## config.mk

```make
export PLATFORM = sky130hd
export DESIGN_NAME = hsa_front
export DESIGN_NICKNAME = d
export VERILOG_FILES = /design/src/rtl/core/hsa_pkg.sv /design/src/rtl/core/hsa_front.sv
export SDC_FILE = /design/constraint.sdc
export NUM_CORES = 1
export LEC_CHECK = 0
export ABC_AREA = 1
export BUFFER_PORTS_ARGS = -buffer_cell sky130_fd_sc_hd__buf_2
export CAP_MARGIN = 20
export CORE_ASPECT_RATIO = 0.7
export CORE_UTILIZATION = 47
export CTS_CLUSTER_SIZE = 8
export DETAILED_ROUTE_END_ITERATION = 10
export GPL_TIMING_DRIVEN = 0
export PLACE_DENSITY = 0.73
export SLEW_MARGIN = 20
export SYNTH_ARGS = -nofsm -noshare
export SYNTH_HDL_FRONTEND = slang
export SYNTH_SLANG_ARGS = --single-unit
```

## constraint.sdc

```tcl
create_clock -name aclk -period 3.98 [get_ports aclk]
set_clock_uncertainty 0.2 [all_clocks]
set_input_delay 0.398 -clock aclk [delete_from_list [all_inputs] [get_ports aclk]]
set_output_delay 0.398 -clock aclk [all_outputs]
set_load 0.02 [all_outputs]
```

## src/rtl/core/hsa_pkg.sv

```systemverilog
`timescale 1ns / 1ps
`default_nettype none
// ----------------------------------------------------------------------------
// hsa_pkg
// shared constants for the hsv saturation adjust core
// ----------------------------------------------------------------------------
package hsa_pkg;

    localparam int COMPONENT_BITS_DEF = 8;
    localparam int FRACTION_BITS_DEF  = 16;

    // saturation scale register, unsigned q4.12
    localparam int SCALE_BITS      = 16;
    localparam int SCALE_FRAC_BITS = 12;
    localparam logic [SCALE_BITS-1:0] SCALE_RESET = 16'd4096;

    // depth of the queue between front and back
    localparam int QUEUE_DEPTH = 4;

endpackage
`default_nettype wire

```

## src/rtl/core/hsa_front.sv

```systemverilog
`timescale 1ns / 1ps
`default_nettype none
// ----------------------------------------------------------------------------
// hsa_front
// accepts pixels and finds max, min and delta of the components
// ----------------------------------------------------------------------------
module hsa_front #(
    parameter int COMPONENT_BITS = 8
) (
    input  wire logic                        aclk,
    input  wire logic                        aresetn,
    input  wire logic                        in_valid,
    output logic                             in_ready,
    input  wire logic [3*COMPONENT_BITS-1:0] in_pix,
    input  wire logic                        q_full,
    output logic                             q_push,
    output logic [5*COMPONENT_BITS-1:0]      q_data
);
    import hsa_pkg::*;

    localparam int CB = COMPONENT_BITS;

    logic [CB-1:0] r, g, b, cmax, cmin;
    logic          accept;

    logic            valid_reg;
    logic [3*CB-1:0] pix_reg;
    logic [CB-1:0]   cmax_reg;
    logic [CB-1:0]   delta_reg;

    assign r = in_pix[3*CB-1:2*CB];
    assign g = in_pix[2*CB-1:CB];
    assign b = in_pix[CB-1:0];

    always_comb begin
        cmax = r;
        cmin = r;
        if (g > cmax) cmax = g;
        if (b > cmax) cmax = b;
        if (g < cmin) cmin = g;
        if (b < cmin) cmin = b;
    end

    assign q_push   = valid_reg && !q_full;
    assign in_ready = !valid_reg || !q_full;
    assign accept   = in_valid && in_ready;
    assign q_data   = {pix_reg, cmax_reg, delta_reg};

    always_ff @(posedge aclk) begin
        if (!aresetn) begin
            valid_reg <= 1'b0;
        end else if (accept) begin
            valid_reg <= 1'b1;
        end else if (q_push) begin
            valid_reg <= 1'b0;
        end
    end

    always_ff @(posedge aclk) begin
        if (accept) begin
            pix_reg   <= in_pix;
            cmax_reg  <= cmax;
            delta_reg <= cmax - cmin;
        end
    end

endmodule
`default_nettype wire

```

Word level (Yosys, flattened, before mapping)
Cells that the tools add are included.
{ "classes": {"add_sub_neg": 1, "reduce_logical": 6, "n_lt_le_gt_ge": 4, "n_mux": 6} }
{ "op_table": {"columns": ["cell", "count"], "rows": [
  ["8-bit 2-to-1 mux", 4],
  ["8-bit greater-than comparator", 2],
  ["8-bit less-than comparator", 2],
  ["8-bit subtractor", 1],
  ["1-bit logical AND", 2],
  ["1-bit zero test", 2],
  ["1-bit 2-to-1 mux", 2],
  ["2-bit nonzero test", 1],
  ["1-bit logical OR", 1]
]} }
{ "totals": {"in_bits": 28, "out_inout_bits": 42, "ff_bits": 41} }

Depth between registers and ports, before layout
{ "depth": {"word_depth": 5, "depth_mapped": 37, "depth_no_buf": 35} }

Worst setup path after synthesis
Ideal clock, no wire load.
{ "synth_timing": {"path_type": "input-to-reg", "start": "input in_pix[23]", "end": "register delta_reg[7], data pin", "setup_slack_ns": -0.414, "arrival_ns": 3.945, "path_stages": 31, "path_cell_list": "inv_1 > ha_1 > a21o_1 > nor2_4 > nand2_4 > nand2_2 > buf_2 > o21ai_1 > ha_1 > nand2_1 > inv_2 > o21ai_1 > nand2_1 > nand2_1 > o211ai_1 > nand2_1 > inv_2 > clkbuf_1 > nand2_1 > o21ai_1 > ha_1 > a21o_1 > a31oi_1 > inv_2 > a21oi_1 > nand3b_1 > nand2_1 > inv_1 > nand3_1 > nand2_1 > inv_1"} }
{ "synth_via": {"elab_chain_len": 5} }
{ "synth_rtl": {"columns": ["element", "line", "rtl"], "rows": [
  ["start, declared", "hsa_front.sv:14", "input wire logic [3*COMPONENT_BITS-1:0] in_pix,"],
  ["8-bit greater-than comparator", "hsa_front.sv:38", "if (g > cmax) cmax = g;"],
  ["8-bit 2-to-1 mux *", "hsa_front.sv:38", null],
  ["8-bit greater-than comparator", "hsa_front.sv:39", "if (b > cmax) cmax = b;"],
  ["8-bit 2-to-1 mux *", "hsa_front.sv:39", null],
  ["via cmax[2]", "hsa_front.sv:23", "logic [CB-1:0] r, g, b, cmax, cmin;"],
  ["8-bit subtractor *", "hsa_front.sv:63", "delta_reg <= cmax - cmin;"],
  ["end signal, assigned", "hsa_front.sv:63", null],
  ["end, declared", "hsa_front.sv:29", "logic [CB-1:0] delta_reg;"]
]} }
The timed path passes the listed nets; every way through them passes the cells marked *.
A chain may end at the register's enable or synchronous reset.

Worst setup path after layout
{ "layout_timing": {"start": "input in_pix[21]", "end": "register delta_reg[7], data pin"} }
Same word-level chain as after synthesis.

==> metrics <==
Critical Path End=delta_reg[7]$_DFFE_PP_; Post-synth EDFFs=40; Post-Syn Area=0.002534 mm^2; number of library cell types mapped by synthesis=30; HPWL after detailed placement=4108 um; CP startpoint kind=primary input; most frequent cell after synthesis=nand2_1; Reg clk slew, reported paths=0.09 ns; fin nets=446; Worst Setup SP=in_pix[21]; Cells after Synth=260; critical path's slowest cell=ha_4; slowest stage delay, CP=0.28 ns; Total GRT Usage=23.70%; most used cell, CP=nand2_2; max_cap viols=0; root buffer cell=clkbuf_8; CP Data Arrival Time=4.35 ns; top post-synthesis cells by area=edfxtp_1, ha_1, nand2_1; placed insts=399; failing checks=setup timing; Final ANT Viol Nets=0; setup slack after layout=-0.5053 ns; DP Worst Slack=-0.8951 ns; GPL Wtd Cong=0.8705; Routed WL=8307 um; I/O pin count=70; slack of the worst reg-to-reg path=2.30 ns; Core Area=0.004966 mm^2; CTS Buf Count=5; Worst-Skew Late Latency=0.29 ns; Clock Sinks=41; Die ar.=0.005693 mm^2; largest area contributor in the netlist=edfxtp_1; Initial Util=51.02%; post-synthesis sequential area ratio=48.20%; leakage=1.871 nW; post-DR wirelength/cell=18.18 um; flop and latch count out of synthesis=41; H-tree levels=2; Yosys warning count=0; fin crit period=4.485 ns; initial antenna violation count=0; # port buffers=69; final instance area=0.004158 mm^2; via/cell ratio=5.540; syn avg cell area=9.745 um^2; critical path required time=3.85 ns; worst setup path class=in -> reg; Die Ht=63.43 um; largest net degree at the start of global routing=24; Max FO, Critical Path=6; layout cells sized above 1=57.73%; asr flop ratio synth=0%; worst slew pin tran=0.7093 ns; final core occ=83.72%; final setup fails=5; fillers=258; FF-to-FF Start=valid_reg$_SDFFE_PN0P_; hold crit path type=in -> reg; element type at the critical path end=register; CTS tree=built; vias in the first global route=2,188; ANT cells=0; r2r endpoint=cmax_reg[3]$_DFFE_PP_; worst vdd ir=0.3365 mV; Longest Clk Path Bufs=2; Congestion Overflow GR=0; post-synthesis net count=319; Site Rows=21; Final Total Pwr=2.042 mW; pwr/cell area=491.2 mW/mm^2; maximum achievable frequency=223.0 MHz; status=finished, violations left; max reg flops=24; Vias=2,532; r2r worst-path depth=2; Iteration-0 DRC Markers=226; hold slack=0.07846 ns; final worst-path cycle share=112.7%; Top FF cell, synth=edfxtp_1; Fin Setup TNS=-1.287 ns; Yosys top cell area share=47.41%; layout overhead on the synthesized area=64.10%; drt drc=0; first-pass GRT wire length=10,450 um; DIE WIDTH=89.76 um; placed inst area=0.003159 mm^2; Final Non-Filler Cells=457; most common library cells after synthesis=nand2_1, edfxtp_1, ha_1; hold_buf cts=0; RSZ-0062 raised after global routing=true; first-pass detailed-route iteration total=5; final hold violations=0; max_slew headroom=52.61%; Slew Limit Fails=0
==> cell families (layout without fill, tap and decap cells) <==
kind of cell	after synthesis	after routing	synth area share, %
fa+ha+maj	31	31	15.60
compound gates	51	51	11.85
flops	41	41	48.20
xor+xnor	5	5	1.729
simple gates	91	91	16.15
buf+inv	41	169	6.469
==> worst min-delay path by stage <==
stage,cells past startpoint,startpoint,endpoint,slack (ns)
after floorplan,0,in_pix[0],pix_reg[0]$_DFFE_PP_,0.30
final,1,in_pix[8],pix_reg[8]$_DFFE_PP_,0.08
after detailed placement,2,valid_reg$_SDFFE_PN0P_,valid_reg$_SDFFE_PN0P_,0.35
after global routing,1,in_pix[8],pix_reg[8]$_DFFE_PP_,0.07
after global placement,2,valid_reg$_SDFFE_PN0P_,valid_reg$_SDFFE_PN0P_,0.29
after CTS,1,in_pix[22],pix_reg[22]$_DFFE_PP_,0.08
==> critical path: cells and delay by family <==
family,cells,cell delay (ns)
fa+ha+maj,3,0.78
compound gates,6,0.86
simple gates,13,1.29
buf+inv,10,0.99
==> layout make-up <==
cell class / instances / area, um^2 / area share (%)
Multi-Input combinational cell: 178 / 1587 / 38.16
Sequential cell: 41 / 1221 / 29.37
Timing Repair Buffer: 120 / 897.1 / 21.58
Inverter: 37 / 176.4 / 4.243
Tap cell: 69 / 86.33 / 2.076
Clock buffer: 5 / 68.82 / 1.655
Clock inverter: 3 / 65.06 / 1.565
Buffer: 4 / 56.30 / 1.354
==> repair_timing <==
| item | in CTS | in global routing |
|---|---|---|
| cloned | 2 | 0 |
| buffers inserted | 26 | 23 |
| setup endpoints to repair | 5 | 5 |
| pin swaps | 29 | 41 |
| resized for setup | 43 | 74 |
==> layout by cell type, fill, tap and decap left out, drive strengths merged, types with 2 or more instances in the layout <==
cell and count:
inv 37, ha 30, nand2 69, edfxtp 40, xor2 2, buf 123, clkbuf 6, nor2 10
o21ai 32, nand4 2, nand3 9, a21oi 13, bufinv 2, xnor2 3, a21o 2
==> per-layer routing <==
metal  up-vias  wire length, um  track usage, %
li1       1145                -               -
met1      1189             3321           30.21
met2       150             3958           40.48
met3        48              576           5.193
met4         0              451           7.377
met5         -                0               0
==> report_power, final <==
group	switching [mW]	total, mW	internal [mW]	leakage, nW
registers	0.0165	0.585	0.569	0.395
logic	0.581	1.05	0.473	1.41
clock network	0.154	0.404	0.249	0.0681
total	0.751	2.04	1.29	1.87
(Power assumes the default switching activity.)
