==> src/rtl/core/hsa_pkg.sv <==
`timescale 1ns / 1ps
`default_nettype none
// ----------------------------------------------------------------------------
// hsa_pkg
// shared constants for the hsv saturation adjust core
// ----------------------------------------------------------------------------
package hsa_pkg;

    localparam int COMPONENT_BITS_DEF = 8;
    localparam int FRACTION_BITS_DEF  = 16;

    // saturation scale register, unsigned q4.12
    localparam int SCALE_BITS      = 16;
    localparam int SCALE_FRAC_BITS = 12;
    localparam logic [SCALE_BITS-1:0] SCALE_RESET = 16'd4096;

    // depth of the queue between front and back
    localparam int QUEUE_DEPTH = 4;

endpackage
`default_nettype wire

==> src/rtl/core/hsa_queue.sv <==
`timescale 1ns / 1ps
`default_nettype none
// ----------------------------------------------------------------------------
// hsa_queue
// short fifo between the classify front and the arithmetic back
// ----------------------------------------------------------------------------
module hsa_queue #(
    parameter int WIDTH = 40,
    parameter int DEPTH = 4
) (
    input  wire logic             aclk,
    input  wire logic             aresetn,
    input  wire logic             push,
    input  wire logic [WIDTH-1:0] push_data,
    output logic                  full,
    input  wire logic             pop,
    output logic                  not_empty,
    output logic [WIDTH-1:0]      pop_data
);
    import hsa_pkg::*;

    localparam int ADDR_W = (DEPTH > 1) ? $clog2(DEPTH) : 1;

    logic [WIDTH-1:0]  store [0:DEPTH-1];
    logic [ADDR_W-1:0] wr_ptr_reg, rd_ptr_reg;
    logic [ADDR_W:0]   count_reg;

    assign full      = (count_reg == (ADDR_W + 1)'(DEPTH));
    assign not_empty = (count_reg != '0);
    assign pop_data  = store[rd_ptr_reg];

    always_ff @(posedge aclk) begin
        if (!aresetn) begin
            wr_ptr_reg <= '0;
            rd_ptr_reg <= '0;
            count_reg  <= '0;
        end else begin
            if (push) begin
                wr_ptr_reg <= (wr_ptr_reg == ADDR_W'(DEPTH - 1)) ? '0 : wr_ptr_reg + 1'b1;
            end
            if (pop) begin
                rd_ptr_reg <= (rd_ptr_reg == ADDR_W'(DEPTH - 1)) ? '0 : rd_ptr_reg + 1'b1;
            end
            if (push && !pop) begin
                count_reg <= count_reg + 1'b1;
            end else if (pop && !push) begin
                count_reg <= count_reg - 1'b1;
            end
        end
    end

    always_ff @(posedge aclk) begin
        if (push) begin
            store[wr_ptr_reg] <= push_data;
        end
    end

`ifndef NO_ASSERTIONS
    a_no_push_full: assert property (@(posedge aclk) disable iff (!aresetn)
        full |-> !push) else $error("request pushed into full queue");
    a_no_pop_empty: assert property (@(posedge aclk) disable iff (!aresetn)
        pop |-> not_empty) else $error("request popped from empty queue");
    a_count_bound: assert property (@(posedge aclk) disable iff (!aresetn)
        count_reg <= (ADDR_W + 1)'(DEPTH)) else $error("queue count overflow");
`endif

endmodule
`default_nettype wire

==> config.mk <==
export PLATFORM = sky130hd
export DESIGN_NAME = hsa_queue
export DESIGN_NICKNAME = d
export VERILOG_FILES = /design/src/rtl/core/hsa_pkg.sv /design/src/rtl/core/hsa_queue.sv
export SDC_FILE = /design/constraint.sdc
export NUM_CORES = 1
export LEC_CHECK = 0
export BUFFER_PORTS_ARGS = -buffer_cell sky130_fd_sc_hd__buf_2
export CAP_MARGIN = 20
export CORE_MARGIN = 4
export CORE_UTILIZATION = 59
export DETAILED_ROUTE_END_ITERATION = 10
export PLACE_DENSITY = 0.82
export SYNTH_ARGS = -nofsm -noshare
export SYNTH_HDL_FRONTEND = slang
export SYNTH_SLANG_ARGS = --single-unit
==> constraint.sdc <==
create_clock -name aclk -period 3 [get_ports aclk]
set_input_delay 0.45 -clock aclk [delete_from_list [all_inputs] [get_ports aclk]]
set_output_delay 0.45 -clock aclk [all_outputs]
set_load 0.02 [all_outputs]
# Yosys cells after proc, flatten, opt, wreduce, memory -nomap -nowiden
# Memories as Yosys holds them, arrays and structs flattened. A register that Yosys moved wholly into a read port is not among the register bits.
# Cells that the tools add are included.
[op_classes]
n_addsub = 4
n_eq_ne = 3
muxes = 8
reduce_logical = 6
[ops]
columns = ["operator", "n"]
rows = [
  ["$mux W2", 4],
  ["$mux W3", 2],
  ["$add A2 B1 Y2 const B", 2],
  ["$eq A2 B2 Y1 const B", 2],
  ["$add A3 B1 Y3 const B", 1],
  ["$eq A3 B3 Y1 const B", 1],
  ["$reduce_bool A3 Y1", 1],
  ["$sub A3 B1 Y3 const B", 1],
  ["$logic_and A1 B1 Y1", 2],
  ["$logic_not A1 Y1", 2],
  ["$mux W1", 2],
  ["$reduce_bool A2 Y1", 1],
]
[word_totals]
register_bits = 7
mem_bits_rw = 160
word_cells = 25
n_memories = 1
[mem_list]
columns = ["memory", "depth", "width", "read_ports", "rd_ports_with_merged_regs", "write_ports", "line_no", "source"]
rows = [
  ["store", 4, 40, 1, 1, 1, "hsa_queue.sv:24", "logic [WIDTH-1:0] store [0:DEPTH-1];"],
]

# Longest topological paths before layout
# Gate-level depths: netlist of run 1.
[depth]
ltp_word = 4
depth_mapped = 7

# Worst setup path before layout of run 1
# No wires, ideal clock.
[synth_timing]
path_type = "reg2reg"
from = "register wr_ptr_reg[0]"
to = "memory store[3][0] (enable)"
setup_time_ps = 401
arrival_ps = 1519
required_ps = 2599
slack_ps = 1080
stages_incl_launch_ff = 3
period_less_slack_ps = 1920
cell_sequence = "dfxtp_1 -> ha_1 -> and2_1"
[synth_lines]
columns = ["item", "line_no", "source"]
rows = [
  ["start: declaration", "hsa_queue.sv:25", "logic [ADDR_W-1:0] wr_ptr_reg, rd_ptr_reg;"],
  ["start signal: assignment", "hsa_queue.sv:39", "wr_ptr_reg <= (wr_ptr_reg == ADDR_W'(DEPTH - 1)) ? '0 : wr_ptr_reg + 1'b1;"],
  ["end: declaration", "hsa_queue.sv:24", ""],
]
# No word-level cell before the write port.

==> results of run 1 <==
## placed cells by master (no fill, tap or decap), types with 2 or more instances in the layout
cell          n
mux2i_1       4
clkinv_4      2
buf_4         5
or3_1         2
clkinv_1      6
buf_2        85
clkinv_2      3
ha_1          6
clkinvlp_4    2
mux4_2       40
clkbuf_16    16
inv_1         4
and2_2        4
nor2b_1       5
buf_12        3
edfxtp_1    160
dfxtp_1       7
## worst min path at each step
stage,from,end,slack (ps),cells past startpoint
2_1_floorplan,count_reg[2],count_reg[2],470,2
5_1_grt,push_data[20],store[2][20],120,1
4_1_cts,push_data[37],store[2][37],120,1
3_5_place_dp,count_reg[2],count_reg[2],490,2
6_report,push_data[18],store[1][18],140,1
3_3_place_gp,count_reg[2],count_reg[2],480,2
## layout make-up
type,instances,area (sq um)
clock buffer,17,414
sequential,169,4990
inverter,4,15.0
multi-input combinational,71,1170
fill,629,2930
tap,136,170
timing repair buffer,93,523
clock inverter,15,109
antenna,1,2.50
## power breakdown
part | leakage [nW] | internal, W | switching (W)
logic | 0.747 | 0.000216 | 0.000291
clock network | 0.253 | 0.00108 | 0.000825
registers | 1.54 | 0.00270 | 0.0000425
total | 2.54 | 0.00400 | 0.00116
## critical path, cell delays in order, from the launching register on
cell and delay (ps):
dfxtp_4 580, buf_12 270, mux4_2 560, buf_2 180
## per-layer routing
| layer | up-vias | wire [um] | global-route usage (%) |
|---|---|---|---|
| met3 | 18 | 672 | 6.60 |
| met2 | 84 | 5420 | 29.7 |
| li1 | 1275 | - | - |
| met4 | 2 | 114 | 6.08 |
| met5 | - | 13 | 0 |
| met1 | 1500 | 4400 | 24.4 |
## cell families (layout without fill, tap and decap cells)
group / count (synthesis) / count (layout) / share of synthesized area (%)
DFF: 169 / 169 / 79.4
buffers and inverters: 13 / 129 / 2.01
other: 0 / 1 / 0
and+or+nand+nor: 15 / 15 / 1.46
xor gates and xnor gates: 2 / 2 / 0.279
AOI/OAI and AO/OA: 3 / 3 / 0.319
adders and majority gates: 7 / 7 / 1.52
muxes: 44 / 44 / 15.0
## stage by stage
step	hold slack (ps)	instances	area, sq um	utilization [%]	power [W]
6_report	141	506	7390	71.6	0.00515
5_1_grt	123	505	7390	71.6	0.00536
3_3_place_gp	480	473	6870	66.5	0.00329
4_1_cts	117	505	7390	71.6	0.00521
2_1_floorplan	467	253	6280	-	0.00312
3_5_place_dp	491	473	6870	66.5	0.00330
==> impl_metrics.env, run 1 <==
export IMPL_status="finished clean"
export IMPL_syn_nets=304
export IMPL_cp_start_kind="register"
export IMPL_grt_pass1_wl_mm=17.1
export IMPL_finalSetupViolations=0
export IMPL_cp_required_ps=2550
export IMPL_worstPathArrival_ps=2120
export IMPL_start_util_pct=60.8
export IMPL_root_buffer="clkbuf_8"
export IMPL_power_leakage_nw=2.54
export IMPL_clk_latency_ps=520
export IMPL_largest_reg_flops=160
export IMPL_synthesis_area_sq_mm=0.00628
export IMPL_ys_async_sr_fraction_pct=0
export IMPL_skew_ps=7.48
export IMPL_drive_gt1_share_pct=44.7
export IMPL_placementRows=37
export IMPL_drv_slew=0
export IMPL_hpwl_mm=6.39
export IMPL_synth_seq_area_share_pct=79.4
export IMPL_avgViaCountPerCell=5.69
export IMPL_first_pass_iters=4
export IMPL_ys_flop_type="edfxtp_1"
export IMPL_portBuffers=85
export IMPL_ios=86
export IMPL_path_clk_slew_ps=60
export IMPL_die_w_um=111
export IMPL_worst_r2r_path_depth=3
export IMPL_ys_ff_latch=169
export IMPL_fin_nets=407
export IMPL_min_period_over_period_pct=85.8
export IMPL_synth_edf_count=160
export IMPL_avgSynthCellArea_sq_um=24.8
export IMPL_crit_fanout=24
export IMPL_grt_max_degree=41
export IMPL_crit_type="reg -> out"
export IMPL_hold_viol_final=0
export IMPL_setup_ws_ps=426
export IMPL_wl_per_cell_um=21.0
export IMPL_cts_tree="done"
export IMPL_grt_pass1_vias=3100
export IMPL_peakVddDrop_v=0.000370
export IMPL_yosysTopAreaCell="edfxtp_1"
export IMPL_relSlewSlack_pct=60.0
export IMPL_cp_endpoint="pop_data[4]"
export IMPL_final_setup_tns_ps=0
export IMPL_post_synth_top_count_cell="edfxtp_1"
export IMPL_cts_buffers=17
export IMPL_area_growth_pct=17.8
export IMPL_die_area_sq_mm=0.0124
export IMPL_tightest_slew_ps=600
export IMPL_grt_use_total_pct=18.6
export IMPL_hold_path_class="in -> reg"
export IMPL_synth_top_area_share_pct=76.6
export IMPL_max_cap_viol_count=0
export IMPL_grt_remaining_overflow=0
export IMPL_cts_sinks=169
export IMPL_post_route_drc_count=0
export IMPL_power_density_mw_per_mm2=697
export IMPL_cts_setup_buffers=0
export IMPL_place_ws_ps=927
export IMPL_clock_path_buffers=2
export IMPL_dr_first_iter_drc_count=147
export IMPL_gp_congestion=0.702
export IMPL_htree_num_levels=4
export IMPL_synth_top_cells_by_count="160 x edfxtp_1, 40 x mux4_2, 9 x dfxtp_1"
export IMPL_ys_top_cells_by_area="edfxtp_1 77%, mux4_2 14%, dfxtp_1 2.9%, buf_12 1.3%, ha_1 1.2%"
export IMPL_ys_warn_count=0
export IMPL_rsz0062_at_grt="no"
export IMPL_chipHeight_um=111
export IMPL_crit_path_end_kind="output pin"
export IMPL_wirelength_mm=10.6
export IMPL_synth_cell_types=21
export IMPL_holdBufCountCts=0
export IMPL_ant_nets=0
export IMPL_syn_inst=253
export IMPL_r2r_start="wr_ptr_reg[0]"
export IMPL_antenna_found_initial=1
export IMPL_r2r_end="store[3][16]"
export IMPL_cts_resized=0
export IMPL_num_vias=2879
export IMPL_r2r_slack_ps=1230
export IMPL_core_area_sq_mm=0.0103
export IMPL_fmax_ghz=0.388
export IMPL_fin_crit_ps=2570
Note: power is estimated with default switching activity, not from simulation.
==> inputs of run 2 (changes only) <==
Settings changed: BUFFER_PORTS_ARGS -buffer_cell sky130_fd_sc_hd__buf_2 to -buffer_cell sky130_fd_sc_hd__buf_4, CORE_UTILIZATION 59 to 61, PLACE_DENSITY 0.82 to 0.84.
==> run 2 against run 1 <==
Effect of this change: routed wire length up 6.3%; setup slack worse by 100 ps; sequential cell count is the same; design area rose by 2.1%; clock power fell by 5%; utilization increased by 4.5 points; fmax shrank 3.8%; critical path depth unchanged; die area decreased by 3.0%; sequential share of layout area is 1.4 points lower; critical endpoint is now pop_data[8].
==> impl_metrics.env, run 2 (synthesis results as in run 1) <==
export IMPL_fmax_ghz=0.374
export IMPL_relSlewSlack_pct=59.0
export IMPL_ios=86
export IMPL_final_area_sq_mm=0.00755
export IMPL_cts_buffers=17
export IMPL_cts_tree="done"
export IMPL_power_density_mw_per_mm2=680
export IMPL_crit_path_end_kind="output pin"
export IMPL_status="finished clean"
export IMPL_fin_util_pct=76.2
export IMPL_p_comb_share_pct=10.8
export IMPL_dr_first_iter_drc_count=161
export IMPL_layout_common_cells="160 x edfxtp_1, 93 x buf_4, 40 x mux4_2, 16 x clkbuf_16, 8 x clkbuf_1"
export IMPL_drive_gt1_share_pct=44.3
export IMPL_cp_start_kind="register"
export IMPL_grt_pass1_vias=2977
export IMPL_drv_slew=0
export IMPL_clk_latency_ps=520
export IMPL_skew_ps=6.80
export IMPL_r2r_end="store[0][12]"
export IMPL_register_area_sq_mm=0.00499
export IMPL_cp_endpoint="pop_data[8]"
export IMPL_grt_max_degree=25
export IMPL_root_buffer="clkbuf_8"
export IMPL_avgViaCountPerCell=5.68
export IMPL_htree_num_levels=4
export IMPL_crit_fanout=23
export IMPL_post_route_drc_count=0
export IMPL_placementRows=36
export IMPL_p_int_w=0.00400
export IMPL_core_area_sq_mm=0.00991
export IMPL_cpPeakStageDelay_ps=660
export IMPL_fin_cells=503
export IMPL_largest_reg_flops=160
export IMPL_multi_input_area_sq_mm=0.00117
export IMPL_rsz0062_at_grt="no"
export IMPL_path_clk_slew_ps=60
export IMPL_dpl_cell_area_sq_mm=0.00706
export IMPL_fin_crit_ps=2680
export IMPL_first_pass_iters=4
export IMPL_peakVddDrop_v=0.000409
export IMPL_power_leakage_nw=2.61
export IMPL_die_area_sq_mm=0.0120
export IMPL_finalSetupViolations=0
export IMPL_ant_nets=0
export IMPL_cp_depth=3
export IMPL_hold_path_class="in -> reg"
export IMPL_clockPowerShare_pct=35.5
export IMPL_wirelength_mm=11.3
export IMPL_grt_pass1_wl_mm=17.3
export IMPL_worstPathArrival_ps=2230
export IMPL_critPathTopFamily="flip-flops"
export IMPL_cts_setup_buffers=0
export IMPL_area_growth_pct=20.3
export IMPL_path_cells="buf_12, mux4_2, buf_4"
export IMPL_fillers=552
export IMPL_crit_slowest_cell="dfxtp_4"
export IMPL_final_setup_tns_ps=0
export IMPL_num_vias=2856
export IMPL_die_w_um=109
export IMPL_final_common_cell="edfxtp_1"
export IMPL_max_cap_viol_count=0
export IMPL_holdBufCountCts=0
export IMPL_power_switching_w=0.00113
export IMPL_tightest_slew_ps=615
export IMPL_n_antenna_cell=0
export IMPL_min_from="push_data[35]"
export IMPL_seq_power_share_pct=53.7
export IMPL_cts_sinks=169
export IMPL_grt_use_total_pct=20.7
export IMPL_hpwl_mm=6.88
export IMPL_worst_path_buf_inv=2
export IMPL_worst_r2r_path_depth=4
export IMPL_portBuffers=85
export IMPL_wl_per_cell_um=22.4
export IMPL_cp_required_ps=2550
export IMPL_antenna_found_initial=0
export IMPL_start_util_pct=63.3
export IMPL_fin_nets=408
export IMPL_chipHeight_um=109
export IMPL_switching_share_pct=22.0
export IMPL_clock_path_buffers=2
export IMPL_r2r_slack_ps=1200
export IMPL_min_period_over_period_pct=89.2
export IMPL_grt_remaining_overflow=0
export IMPL_gp_congestion=0.715
export IMPL_placedCellCount=471
export IMPL_cts_resized=0
export IMPL_r2r_start="wr_ptr_reg[0]"
export IMPL_crit_type="reg -> out"
export IMPL_hold_viol_final=0
## run 2: cell types whose count changed in the layout (fill, tap and decap cells not counted), moves of 2 or more
cell	change
clkinv_4	-2
buf_12	-2
buf_2	-85
clkinvlp_4	-2
clkbuf_1	+8
clkinv_1	-6
buf_4	+88
clkinv_2	+3
## run 2: how the worst min path moves through the flow
| stage | end | slack, ps | depth (start not counted) |
|---|---|---|---|
| floorplan | count_reg[2] | 470 | 2 |
| global placement | count_reg[2] | 480 | 2 |
| detailed placement | count_reg[2] | 490 | 2 |
| CTS | store[3][23] | 90 | 1 |
| global route | store[3][36] | 100 | 1 |
| finish | store[3][35] | 120 | 1 |
## run 2: layer usage
metal / global-route usage [%] / up-vias / wire length, um
li1: - / 1272 / -
met1: 27.1 / 1457 / 4390
met2: 33.1 / 116 / 5960
met3: 6.22 / 11 / 837
met4: 8.28 / 0 / 97
met5: 0 / - / 0
## run 2: cell type report
| cell class | count | share of cell area (%) |
|---|---|---|
| well taps | 133 | 2.20 |
| multi-input cells | 71 | 15.5 |
| clock inverters | 6 | 0.398 |
| inverters | 4 | 0.199 |
| flip-flops and latches | 169 | 66.1 |
| repair buffers | 94 | 9.52 |
| clock buffers | 26 | 6.07 |
## run 2: per-stage QoR
step           power (W)  hold slack, ps  worst slack, ps
2_1_floorplan    0.00312             467             1080
3_3_place_gp     0.00334             484              885
3_5_place_dp     0.00336             494              858
4_1_cts          0.00518            92.7              261
5_1_grt          0.00533            98.0              201
6_report         0.00513             122              325
## run 2: power groups by stage
stage,clock network (W),logic [W],registers (W)
2_1_floorplan,0,0.000349,0.00277
3_3_place_gp,0,0.000544,0.00280
3_5_place_dp,0,0.000557,0.00281
4_1_cts,0.00186,0.000564,0.00276
5_1_grt,0.00197,0.000592,0.00277
6_report,0.00182,0.000554,0.00276
==> inputs of run 3 (changes only) <==
--- a/config.mk
+++ b/config.mk
@@ -12,4 +12,5 @@
 export DETAILED_ROUTE_END_ITERATION = 10
 export PLACE_DENSITY = 0.84
+export SLEW_MARGIN = 30
 export SYNTH_ARGS = -nofsm -noshare
 export SYNTH_HDL_FRONTEND = slang
==> constraint.sdc (replaced) <==
create_clock -name aclk -period 3 [get_ports aclk]
set_input_delay 0.6 -clock aclk [delete_from_list [all_inputs] [get_ports aclk]]
set_output_delay 0.6 -clock aclk [all_outputs]
set_load 0.02 [all_outputs]
==> run 3 against run 2 <==
Effect of this change: clock skew up 3.5 ps; cell count down 0.20%; clock-buffer cell count down 5; sequential share of layout area down 1.1 points; non-clock buffer count up 1; design area up 1.6%; power up 7.9%; register-to-register slack better by 70 ps; utilization up 1.2 points; combinational power up 3%; critical path depth unchanged; critical path type unchanged; critical endpoint is now pop_data[9].
==> impl_metrics.env, run 3 (synthesis results as in run 1) <==
export IMPL_hold_viol_final=0
export IMPL_path_cells="buf_4, mux4_2, buf_4"
export IMPL_crit_type="reg -> out"
export IMPL_ant_nets=0
export IMPL_tightest_slew_ps=607
export IMPL_place_ws_ps=810
export IMPL_peakVddDrop_v=0.000395
export IMPL_clockPowerShare_pct=40.1
export IMPL_power_density_mw_per_mm2=722
export IMPL_cp_start_kind="register"
export IMPL_fin_util_pct=77.4
export IMPL_worstPathArrival_ps=2040
export IMPL_fin_cells=502
export IMPL_num_vias=2903
export IMPL_cts_setup_buffers=0
export IMPL_crit_fanout=20
export IMPL_relSlewSlack_pct=59.6
export IMPL_antenna_found_initial=0
export IMPL_fmax_ghz=0.378
export IMPL_cp_required_ps=2400
export IMPL_cts_resized=0
export IMPL_fin_nets=409
export IMPL_power_switching_w=0.00114
export IMPL_gp_congestion=0.716
export IMPL_n_antenna_cell=0
export IMPL_area_growth_pct=22.2
export IMPL_switching_share_pct=20.6
export IMPL_fin_crit_ps=2640
export IMPL_seq_power_share_pct=49.6
export IMPL_grt_use_total_pct=20.8
export IMPL_finalSetupViolations=0
export IMPL_grt_pass1_vias=3037
export IMPL_drv_slew=0
export IMPL_grt_remaining_overflow=0
export IMPL_crit_path_end_kind="output pin"
export IMPL_holdBufCountCts=0
export IMPL_rsz0062_at_grt="no"
export IMPL_chipHeight_um=109
export IMPL_start_util_pct=63.3
export IMPL_min_period_over_period_pct=88.1
export IMPL_post_route_drc_count=0
export IMPL_ios=86
export IMPL_placedCellCount=472
export IMPL_cts_buffers=17
export IMPL_wirelength_mm=11.3
export IMPL_p_comb_share_pct=10.3
export IMPL_hold_path_class="in -> reg"
export IMPL_crit_slowest_cell="dfxtp_2"
export IMPL_layout_common_cells="160 x edfxtp_1, 94 x buf_4, 40 x mux4_2, 16 x clkbuf_16, 7 x dfxtp_1"
export IMPL_final_setup_tns_ps=0
export IMPL_drive_gt1_share_pct=45.0
export IMPL_root_buffer="clkbuf_8"
export IMPL_portBuffers=85
export IMPL_status="finished clean"
export IMPL_path_clk_slew_ps=60
export IMPL_max_cap_viol_count=0
export IMPL_cts_tree="done"
export IMPL_setup_ws_ps=356
export IMPL_clk_latency_ps=520
export IMPL_avgViaCountPerCell=5.78
export IMPL_die_w_um=109
export IMPL_first_pass_iters=4
export IMPL_largest_reg_flops=160
export IMPL_skew_ps=10.3
export IMPL_power_w=0.00554
export IMPL_dr_first_iter_drc_count=235
export IMPL_grt_pass1_wl_mm=17.5
export IMPL_cpPeakStageDelay_ps=650
export IMPL_die_area_sq_mm=0.0120
export IMPL_wl_per_cell_um=22.6
export IMPL_grt_max_degree=41
export IMPL_cts_sinks=169
export IMPL_p_int_w=0.00440
export IMPL_core_area_sq_mm=0.00991
export IMPL_final_common_cell="edfxtp_1"
export IMPL_htree_num_levels=4
export IMPL_hpwl_mm=6.72
export IMPL_placementRows=36
export IMPL_clock_path_buffers=2
export IMPL_path_common_cell="buf_4"
export IMPL_power_leakage_nw=2.65
run 3: changes by cell type in the layout (fill, tap and decap cells not counted):
cell	delta
clkinv_1	+1
clkbuf_8	-1
buf_4	+1
clkinv_2	-5
bufinv_16	+5
clkinvlp_4	+2
clkbuf_1	-4
run 3: power groups by stage:
stage	combinational (W)	clock (W)	sequential, W
after floorplan	0.000349	0	0.00277
after global placement	0.000564	0	0.00278
after detailed placement	0.000577	0	0.00279
after CTS	0.000583	0.00225	0.00275
after global routing	0.000615	0.00238	0.00275
final	0.000573	0.00222	0.00275
run 3: critical path, delay by kind of cell, from the launching register on:
| kind | cells | cell delay [ps] |
|---|---|---|
| flip-flops | 1 | 650 |
| buffers and inverters | 2 | 490 |
| multiplexers | 1 | 360 |
run 3: metrics by stage:
| step | hold WS (ps) | instance area [sq um] |
|---|---|---|
| final | 278 | 7670 |
| after global placement | 488 | 7070 |
| after global routing | 259 | 7670 |
| after CTS | 261 | 7670 |
| after floorplan | 467 | 6280 |
| after detailed placement | 519 | 7070 |
run 3: worst paths after layout:
path / from / end / slack [ps] / depth (start not counted)
setup reg to reg: wr_ptr_reg[0] / store[2][5] / 1270 / 4
setup / recovery: register / pop_data[9] / 360 / 3
hold / removal: push_data[4] / store[1][4] / 280 / 1
hold reg to reg: count_reg[2] / count_reg[2] / 520 / 2
run 3: cell type report:
type	instances	area, sq um
Clock inverter	9	174
Sequential cell	169	4990
Timing Repair Buffer	95	726
Tap cell	133	166
Multi-Input combinational cell	71	1170
Clock buffer	21	429
Inverter	4	15.0
Fill cell	542	2240
run 3: metal layers:
layer / track usage [%] / share of wire (%) / up-vias
li1: - / - / 1265
met1: 28.3 / 40 / 1511
met2: 34.0 / 53 / 110
met3: 4.29 / 6.0 / 17
met4: 7.75 / 1.6 / 0
met5: 0 / 0 / -
